==> config.mk <==
export PLATFORM = sky130hd
export DESIGN_NAME = run_limited_string_enumerator_unit
export DESIGN_NICKNAME = d
export VERILOG_FILES = /design/src/design/rlse_pkg.sv /design/src/design/rlse_cell.sv /design/src/design/run_limited_string_enumerator_unit.sv
export VERILOG_INCLUDE_DIRS = /design/src /design/src/design
export SDC_FILE = /design/constraint.sdc
export NUM_CORES = 2
export LEC_CHECK = 0
export BUFFER_PORTS_ARGS = -buffer_cell sky130_fd_sc_hd__buf_2
export CAP_MARGIN = 10
export CORE_MARGIN = 2
export CORE_UTILIZATION = 55
export CTS_BUF_LIST = sky130_fd_sc_hd__clkbuf_16
export DETAILED_ROUTE_END_ITERATION = 8
export HOLD_SLACK_MARGIN = 0.08
export PLACE_DENSITY = 0.68
export SYNTH_ARGS = -nofsm -noshare
export SYNTH_HDL_FRONTEND = slang
export SYNTH_HIERARCHICAL = 1
export SYNTH_SLANG_ARGS = --single-unit
==> constraint.sdc <==
create_clock -name clk -period 8.5 [get_ports clk]
set_input_delay 1.7 -clock clk [delete_from_list [all_inputs] [get_ports clk]]
set_output_delay 1.7 -clock clk [all_outputs]
set_load 0.01 [all_outputs]
==> src/design/run_limited_string_enumerator_unit_macros.svh <==
// Assertion macros for the run-limited string enumerator.
// Used by the top level; relies on clk and rst in the including scope.
`ifndef RUN_LIMITED_STRING_ENUMERATOR_UNIT_MACROS_SVH
`define RUN_LIMITED_STRING_ENUMERATOR_UNIT_MACROS_SVH
`ifndef SYNTH
`define RLSE_ASSERT(lbl, prop, msg) \
  lbl: assert property (@(posedge clk) disable iff (rst) (prop)) else $error(msg);
`define RLSE_ASSERT_NEXT(lbl, ante, cons, msg) \
  lbl: assert property (@(posedge clk) disable iff (rst) (ante) |=> (cons)) else $error(msg);
`else
`define RLSE_ASSERT(lbl, prop, msg)
`define RLSE_ASSERT_NEXT(lbl, ante, cons, msg)
`endif
`endif

==> src/design/rlse_pkg.sv <==
// Shared types and constants for the run-limited string enumerator.
// No dependencies; imported by rlse_cell and the top level.
`default_nettype none

package rlse_pkg;

  localparam int MAX_LEN_DEF = 64;
  localparam int CFG_W       = 7;
  localparam int PAT_W       = 64;
  localparam int CFG_IDX_W   = 1;

  localparam logic [CFG_IDX_W-1:0] REG_SEQ_LEN = 1'b0;
  localparam logic [CFG_IDX_W-1:0] REG_MAX_RUN = 1'b1;

  localparam logic [CFG_W-1:0] SEQ_LEN_RST = 7'd8;
  localparam logic [CFG_W-1:0] MAX_RUN_RST = 7'd2;

  // Scan token walking down the cell row, MSB first.
  typedef struct packed {
    logic             vld;
    logic             seen;      // at least one settable zero so far
    logic             seen2;     // at least two settable zeros so far
    logic [CFG_W-1:0] run;       // ones directly above the current cell
    logic [CFG_W-1:0] pick;      // index of the lowest settable zero so far
    logic [CFG_W-1:0] pick_run;  // ones directly above that zero
  } token_t;

  // Update broadcast to every cell.
  typedef struct packed {
    logic             en;
    logic             clr;
    logic [CFG_W-1:0] pick;
    logic [CFG_W-1:0] top;
  } apply_t;

  typedef enum logic [3:0] {
    S_IDLE  = 4'b0001,
    S_SCAN  = 4'b0010,
    S_APPLY = 4'b0100,
    S_PUSH  = 4'b1000
  } state_t;

endpackage

`default_nettype wire

==> src/design/rlse_cell.sv <==
// One bit cell of the enumerator row: holds a string bit and one token slot.
// Depends on rlse_pkg.
`default_nettype none

module rlse_cell #(
  parameter int IDX = 0
) (
  input  logic                      clk,
  input  logic                      rst,
  input  logic [rlse_pkg::CFG_W-1:0] max_run,
  input  logic                      inject,
  input  rlse_pkg::token_t          tok_in,
  output rlse_pkg::token_t          tok_out,
  input  rlse_pkg::apply_t          upd,
  output logic                      cur
);
  import rlse_pkg::*;

  localparam logic [CFG_W-1:0] MY_IDX = CFG_W'(IDX);

  token_t         tok;
  token_t         tok_seed;
  logic           val;
  logic           cand;
  logic [CFG_W:0] run_inc;

  assign run_inc = {1'b0, tok.run} + (CFG_W+1)'(1);
  // A zero here can be set if the run it would end stays below the limit.
  assign cand    = tok.vld && !val && (run_inc < {1'b0, max_run});

  // Fresh token: valid, no ones above, nothing seen yet.
  always_comb begin
    tok_seed     = '0;
    tok_seed.vld = 1'b1;
  end

  always_comb begin
    tok_out = '0;
    if (tok.vld) begin
      tok_out.vld      = 1'b1;
      tok_out.seen     = tok.seen | cand;
      tok_out.seen2    = tok.seen2 | (tok.seen & cand);
      tok_out.run      = val ? run_inc[CFG_W-1:0] : '0;
      tok_out.pick     = cand ? MY_IDX : tok.pick;
      tok_out.pick_run = cand ? tok.run : tok.pick_run;
    end
  end

  always_ff @(posedge clk) begin
    if (rst) begin
      tok <= '0;
    end else if (inject) begin
      tok <= tok_seed;
    end else begin
      tok <= tok_in;
    end
  end

  // On restart clear every bit; else keep bits above the pick, set the pick, clear below it and past the length.
  always_ff @(posedge clk) begin
    if (upd.en) begin
      if (upd.clr || (MY_IDX > upd.top) || (MY_IDX < upd.pick)) begin
        val <= 1'b0;
      end else if (MY_IDX == upd.pick) begin
        val <= 1'b1;
      end
    end
  end

  assign cur = val;

endmodule

`default_nettype wire

==> src/design/run_limited_string_enumerator_unit.sv <==
// Run-limited binary string enumerator, top level.
// Next request: the scan token enters the top active cell and walks the cell row
//   one cell per cycle to bit zero; then the update is applied and the result pushed
//   (pushed directly when no successor remains). Restart: apply, then push.
// Request after exhaustion: pushed directly. One request in flight at a time.
// Synchronous active-high reset: seq_len 8, max_run 2, nothing started.
// Depends on rlse_pkg, rlse_cell and the assertion macro header.
`default_nettype none
`include "run_limited_string_enumerator_unit_macros.svh"

module run_limited_string_enumerator_unit #(
  parameter int MAX_LEN = rlse_pkg::MAX_LEN_DEF
) (
  input  logic                          clk,
  input  logic                          rst,
  // configuration write channel
  input  logic                          cfg_valid,
  output logic                          cfg_ready,
  input  logic [rlse_pkg::CFG_IDX_W-1:0] cfg_index,
  input  logic [rlse_pkg::CFG_W-1:0]     cfg_data,
  // request channel
  input  logic                          in_valid,
  output logic                          in_ready,
  input  logic                          restart,
  // result channel
  output logic                          out_valid,
  input  logic                          out_ready,
  output logic [rlse_pkg::PAT_W-1:0]     pattern,
  output logic                          pattern_valid,
  output logic                          final_pattern
);
  import rlse_pkg::*;

  // Configuration registers.
  logic [CFG_W-1:0] seq_len;
  logic [CFG_W-1:0] max_run;

  // Controller state.
  state_t           state;
  logic             started;
  logic             exhausted;
  logic             clr_r;
  logic             res_vld;
  logic             fin_r;
  token_t           tok_fin;

  logic [CFG_W-1:0] top_idx;
  logic             go_restart;
  logic             inject;
  logic             fin_calc;
  apply_t           upd;

  // Cell row: link[i] is the token leaving cell i; link[MAX_LEN] feeds the top.
  token_t           link [MAX_LEN+1];
  logic [MAX_LEN-1:0] cells;
  logic [MAX_LEN-1:0] tok_vld;

  // Writes are taken at any time; software must write only while idle (not enforced here).
  assign cfg_ready = 1'b1;

  always_ff @(posedge clk) begin
    if (rst) begin
      seq_len <= SEQ_LEN_RST;
      max_run <= MAX_RUN_RST;
    end else if (cfg_valid) begin
      case (cfg_index)
        REG_SEQ_LEN: seq_len <= cfg_data;
        REG_MAX_RUN: max_run <= cfg_data;
        default: ;
      endcase
    end
  end

  // Highest active bit index: length clamped to one through MAX_LEN, minus one.
  always_comb begin
    if (seq_len == '0) begin
      top_idx = '0;
    end else if (seq_len > CFG_W'(MAX_LEN)) begin
      top_idx = CFG_W'(MAX_LEN - 1);
    end else begin
      top_idx = seq_len - CFG_W'(1);
    end
  end

  assign in_ready   = (state == S_IDLE);
  assign go_restart = restart || !started;
  // Launch a scan token into the top active cell.
  assign inject     = in_valid && in_ready && !go_restart && !exhausted;

  assign upd.en   = (state == S_APPLY);
  assign upd.clr  = clr_r;
  assign upd.pick = tok_fin.pick;
  assign upd.top  = top_idx;

  // Last-string test for the value being written now. After a restart the
  // all-zeros string is last only when no one may ever be placed. After a
  // successor, another settable zero remains if one lay above the pick, if
  // the pick sits two or more places up (the zero below it is free), or if
  // the pick sits at bit one and the run it leaves still permits bit zero.
  always_comb begin
    if (clr_r) begin
      fin_calc = (max_run < CFG_W'(2));
    end else begin
      fin_calc = !(tok_fin.seen2 ||
                   (tok_fin.pick >= CFG_W'(2)) ||
                   ((tok_fin.pick == CFG_W'(1)) &&
                    (({1'b0, tok_fin.pick_run} + (CFG_W+1)'(2)) < {1'b0, max_run})));
    end
  end

  assign link[MAX_LEN] = '0;

  for (genvar i = 0; i < MAX_LEN; i++) begin : g_cell
    logic inj_here;
    assign inj_here   = inject && (CFG_W'(i) == top_idx);
    assign tok_vld[i] = link[i].vld;

    rlse_cell #(
      .IDX (i)
    ) u_cell (
      .clk     (clk),
      .rst     (rst),
      .max_run (max_run),
      .inject  (inj_here),
      .tok_in  (link[i+1]),
      .tok_out (link[i]),
      .upd     (upd),
      .cur     (cells[i])
    );
  end

  always_ff @(posedge clk) begin
    if (rst) begin
      state     <= S_IDLE;
      started   <= 1'b0;
      exhausted <= 1'b0;
      clr_r     <= 1'b0;
      out_valid <= 1'b0;
    end else begin
      // Drop the result once taken, unless a push below refills it this cycle.
      if (out_valid && out_ready && (state != S_PUSH)) begin
        out_valid <= 1'b0;
      end
      case (state)
        S_IDLE: begin
          if (in_valid) begin
            if (go_restart) begin
              started   <= 1'b1;
              exhausted <= 1'b0;
              clr_r     <= 1'b1;
              state     <= S_APPLY;
            end else if (exhausted) begin
              res_vld <= 1'b0;
              state   <= S_PUSH;
            end else begin
              state <= S_SCAN;
            end
          end
        end
        S_SCAN: begin
          // Token has reached bit zero: hold its summary.
          if (link[0].vld) begin
            tok_fin <= link[0];
            if (link[0].seen) begin
              clr_r <= 1'b0;
              state <= S_APPLY;
            end else begin
              exhausted <= 1'b1;
              res_vld   <= 1'b0;
              state     <= S_PUSH;
            end
          end
        end
        S_APPLY: begin
          fin_r   <= fin_calc;
          res_vld <= 1'b1;
          state   <= S_PUSH;
        end
        S_PUSH: begin
          if (!out_valid || out_ready) begin
            out_valid     <= 1'b1;
            pattern       <= res_vld ? PAT_W'(cells) : '0;
            pattern_valid <= res_vld;
            final_pattern <= res_vld & fin_r;
            state         <= S_IDLE;
          end
        end
        default: begin
          state <= S_IDLE;
        end
      endcase
    end
  end

  // Only one token may travel the row.
  `RLSE_ASSERT(a_one_token, $onehot0(tok_vld), "more than one scan token in the cell row")
  // A successor update never picks a bit past the active length.
  `RLSE_ASSERT(a_pick_range, (state == S_APPLY && !clr_r) |-> (tok_fin.pick <= top_idx),
               "pick index beyond string length")
  // An exhausted result carries no string and no last mark.
  `RLSE_ASSERT(a_exh_clean, (out_valid && !pattern_valid) |->
               (pattern == '0 && !final_pattern), "exhausted result not cleared")
  // A push that finds room returns the controller to idle with a result.
  `RLSE_ASSERT_NEXT(a_push_done, (state == S_PUSH && (!out_valid || out_ready)),
                    (out_valid && state == S_IDLE), "result push did not complete")

endmodule

`default_nettype wire
==> summary by stage <==
Yosys
Yosys printed 6 warnings. Summing every instance area after synthesis gives roughly 86000 µm². The instance count of the mapped netlist is a little over 9000. Averaged over all synthesized cells, the footprint is 9.24 µm².

Critical path
The worst setup path is of the reg2reg kind. The signal on the critical path passes through inv_1 -> ha_1 -> nand2b_1 -> o21ai_4 -> nand4_1 -> nor3_1 -> nor2_1 -> and2_1. Of all nets on the critical path, the largest fanout is 23. On the worst path, the slowest cell contributes a delay of 880 ps. The worst setup slack for register-to-register paths is ~4000 ps. The critical register-to-register path endpoint is g_cell[23].u_cell/tok[22]. Among all stages on the critical path, the largest delay is contributed by nand4_1. In this run the critical register-to-register path is launched from seq_len[0]. The data arrival time of the critical path is 5120 ps. The critical path endpoint category is a register.

The number of cell instances on the worst register-to-register path is 8. The category of the worst setup path launch point is a register. The data required time of the worst path is between 9000 and 10000 ps.

CTS
Clock latency on the worst-skew pair, taken at its later pin, is ~800 ps. The hold buffer count at cts is 0. The clock edge transition at the registers on the reported setup and hold paths is roughly 60 ps. The CTS tree is yes. The count of buffers added by post-CTS timing repair for setup is 0.

Once the clock tree was built, the resizer swapped 0 gates to a different size. The library cell used as clock root buffer is clkbuf_16. The TritonCTS buffer count is 179.

The maximum count of clock buffers along a single path is 3. In this run the number of H-tree levels came out at 4. The TritonCTS sink count is 1705.

Route
For this run, design rule violations remaining after detail routing come to 0. Detailed routing inserted a total of 62816 vias. The average detailed-routed wire length per instance is 18.8 µm. After detailed routing, the total wire length is 214 mm. The via density per instance is 5.50. The number of iterations in the first detailed-routing pass is 5. The violation count after the first detailed-route iteration is 4700. In this run the remaining antenna-violating nets after routing total 0.

Worst hold path
The worst hold path endpoint is clr_r. The hold path startpoint is clr_r. The worst hold path was traced through 2 stages.

The class of the worst hold path is reg2reg.

Floorplan
The area inside the core boundary is 156000 µm². The height of the die is 399 µm. The floorplan step set the die width to 399 µm. Row generation in the floorplan step produced between 100 and 150 rows.

For this configuration, the core starts out at a cell density of 0.552. 83 I/O pins were placed. The overall die area is 159000 µm².

Finish
The fraction of final layout cells sized beyond drive strength 1 is 0.0818. Compared with the post-synthesis result, the final layout area differs by 7.38%. The number of fillers in the final layout is 13534. The post-layout instance area is 92300 µm². The multi-input combinational cells in the finished layout cover a total of 45300 µm². In the final design database the tool counted 9670 nets. The footprint of the flip-flops and latches is around 36000 µm².

Timing
Setup violations remaining at the end of the flow were counted as 0. The maximum clock frequency is 225 MHz. At the pin with the least slew margin, the transition time is 1230 ps.

The worst pin sits at a relative slew slack of 0.178. The worst-case clock skew is 30.9 ps. Counting I/O delays and the setup requirement, the final critical path takes approximately 4500 ps. Setup repair after global routing left no endpoint under its margin. The part of the cycle the worst path needs is 0.524. The final hold violation count is 0. For the final routed database, the setup TNS stands at 0 ps. The final count of pins violating max slew was 0.

Global route
The initial antenna violation count came to 12. The number of global-route vias before repair is 60796. The remaining global-route overflow is 0. The overall global routing resource usage is 0.265. The maximum number of pins on one net before global-route repair is 69.

The first global-routing pass estimated around 340 mm of wire.

Job
Across the run, the number of max-cap violations was 0.

Power and ir drop
For this design the static power due to leakage is 0.0355 µW. The power per unit of standard cell area is 179 nW/µm². The worst-case IR drop observed on VDD is 199 µV.

Place
The count of buffers added on input and output ports is 81. Summing all placed instances gives a cell area of between 80000 and 90000 µm². The detailed placement HPWL is 147 mm. Routability-driven placement finished with a final weighted congestion of 0.928.

Outcome
The flow ran to the end, and the final reports show no timing, DRC or antenna violations.
==> sequential cells by signal, indices dropped and copies added (netlist names) <==
| register | flops |
|---|---|
| final_pattern | 1 |
| exhausted | 1 |
| started | 1 |
| seq_len | 7 |
| pattern | 64 |
| fin_r | 1 |
| tok_fin | 15 |
| out_valid | 1 |
| g_cell.u_cell/tok | 1536 |
| g_cell.u_cell/cur | 64 |
| max_run | 7 |
| pattern_valid | 1 |
| state | 4 |
| res_vld | 1 |
| clr_r | 1 |
==> layout make-up <==
cell class / count / area share
multi-input cells: 6610 / 0.491
diodes: 2 / 0.0000542
inverters: 568 / 0.0231
well taps: 2058 / 0.0279
clock buffers: 190 / 0.0515
clock inverters: 145 / 0.0117
flip-flops and latches: 1705 / 0.386
repair buffers: 135 / 0.00889
==> per-stage QoR <==
stage	util	hold slack (ps)	cells	worst slack (ps)	power, µW
final	0.593	490	11413	4050	16500
after global routing	0.593	544	11411	3910	17100
after CTS	0.593	494	11407	4100	16700
after detailed placement	0.555	478	11072	3740	9060
after global placement	0.555	463	11072	3840	9040
after floorplan	-	446	9323	1530	8800
==> worst max-delay path by stage <==
stage | endpoint | cells past startpoint | from | slack [ps]
after floorplan | final_pattern | 2 | rst | 1530
after global routing | g_cell[23].u_cell/tok[14] | 8 | seq_len[0] | 3910
after global placement | g_cell[2].u_cell/tok[5] | 7 | in_valid | 3840
after CTS | g_cell[23].u_cell/tok[8] | 8 | seq_len[0] | 4100
final | g_cell[23].u_cell/tok[22] | 8 | seq_len[0] | 4050
after detailed placement | g_cell[2].u_cell/tok[12] | 7 | in_valid | 3740
==> power by group <==
group | internal [µW] | switching, µW | leakage [µW]
registers | 8120 | 66.0 | 0.0139
clock network | 4430 | 3210 | 0.00301
logic | 197 | 521 | 0.0187
total | 12700 | 3790 | 0.0355
==> layer usage <==
layer	part of all wire	global-route usage	vias up
met5	0.00016	0	-
met4	0.031	0.0861	6
met3	0.063	0.0431	425
met2	0.45	0.431	1778
met1	0.45	0.357	29557
li1	-	-	31050
==> critical path: cells and delay by family, from the launching register on <==
family | cells | cell delay, ps
buffers and inverters | 1 | 170
adders and majority gates | 1 | 320
and+or+nand+nor | 5 | 2730
AOI/OAI and AO/OA | 1 | 660
DFF | 1 | 420
==> cells in the final DEF (no fill, tap or decap), drive strengths merged, types with 147 or more instances in the layout <==
| cell | count |
|---|---|
| nand2 | 666 |
| clkbuf | 190 |
| dfxtp | 1558 |
| edfxtp | 147 |
| o21ai | 451 |
| ha | 457 |
| nor2b | 328 |
| nand3 | 571 |
| and3 | 182 |
| nor2 | 461 |
| xnor2 | 211 |
| and2 | 1594 |
| o21a | 328 |
| inv | 619 |
| nor3b | 215 |
Note: power is estimated with default switching activity, not from simulation.
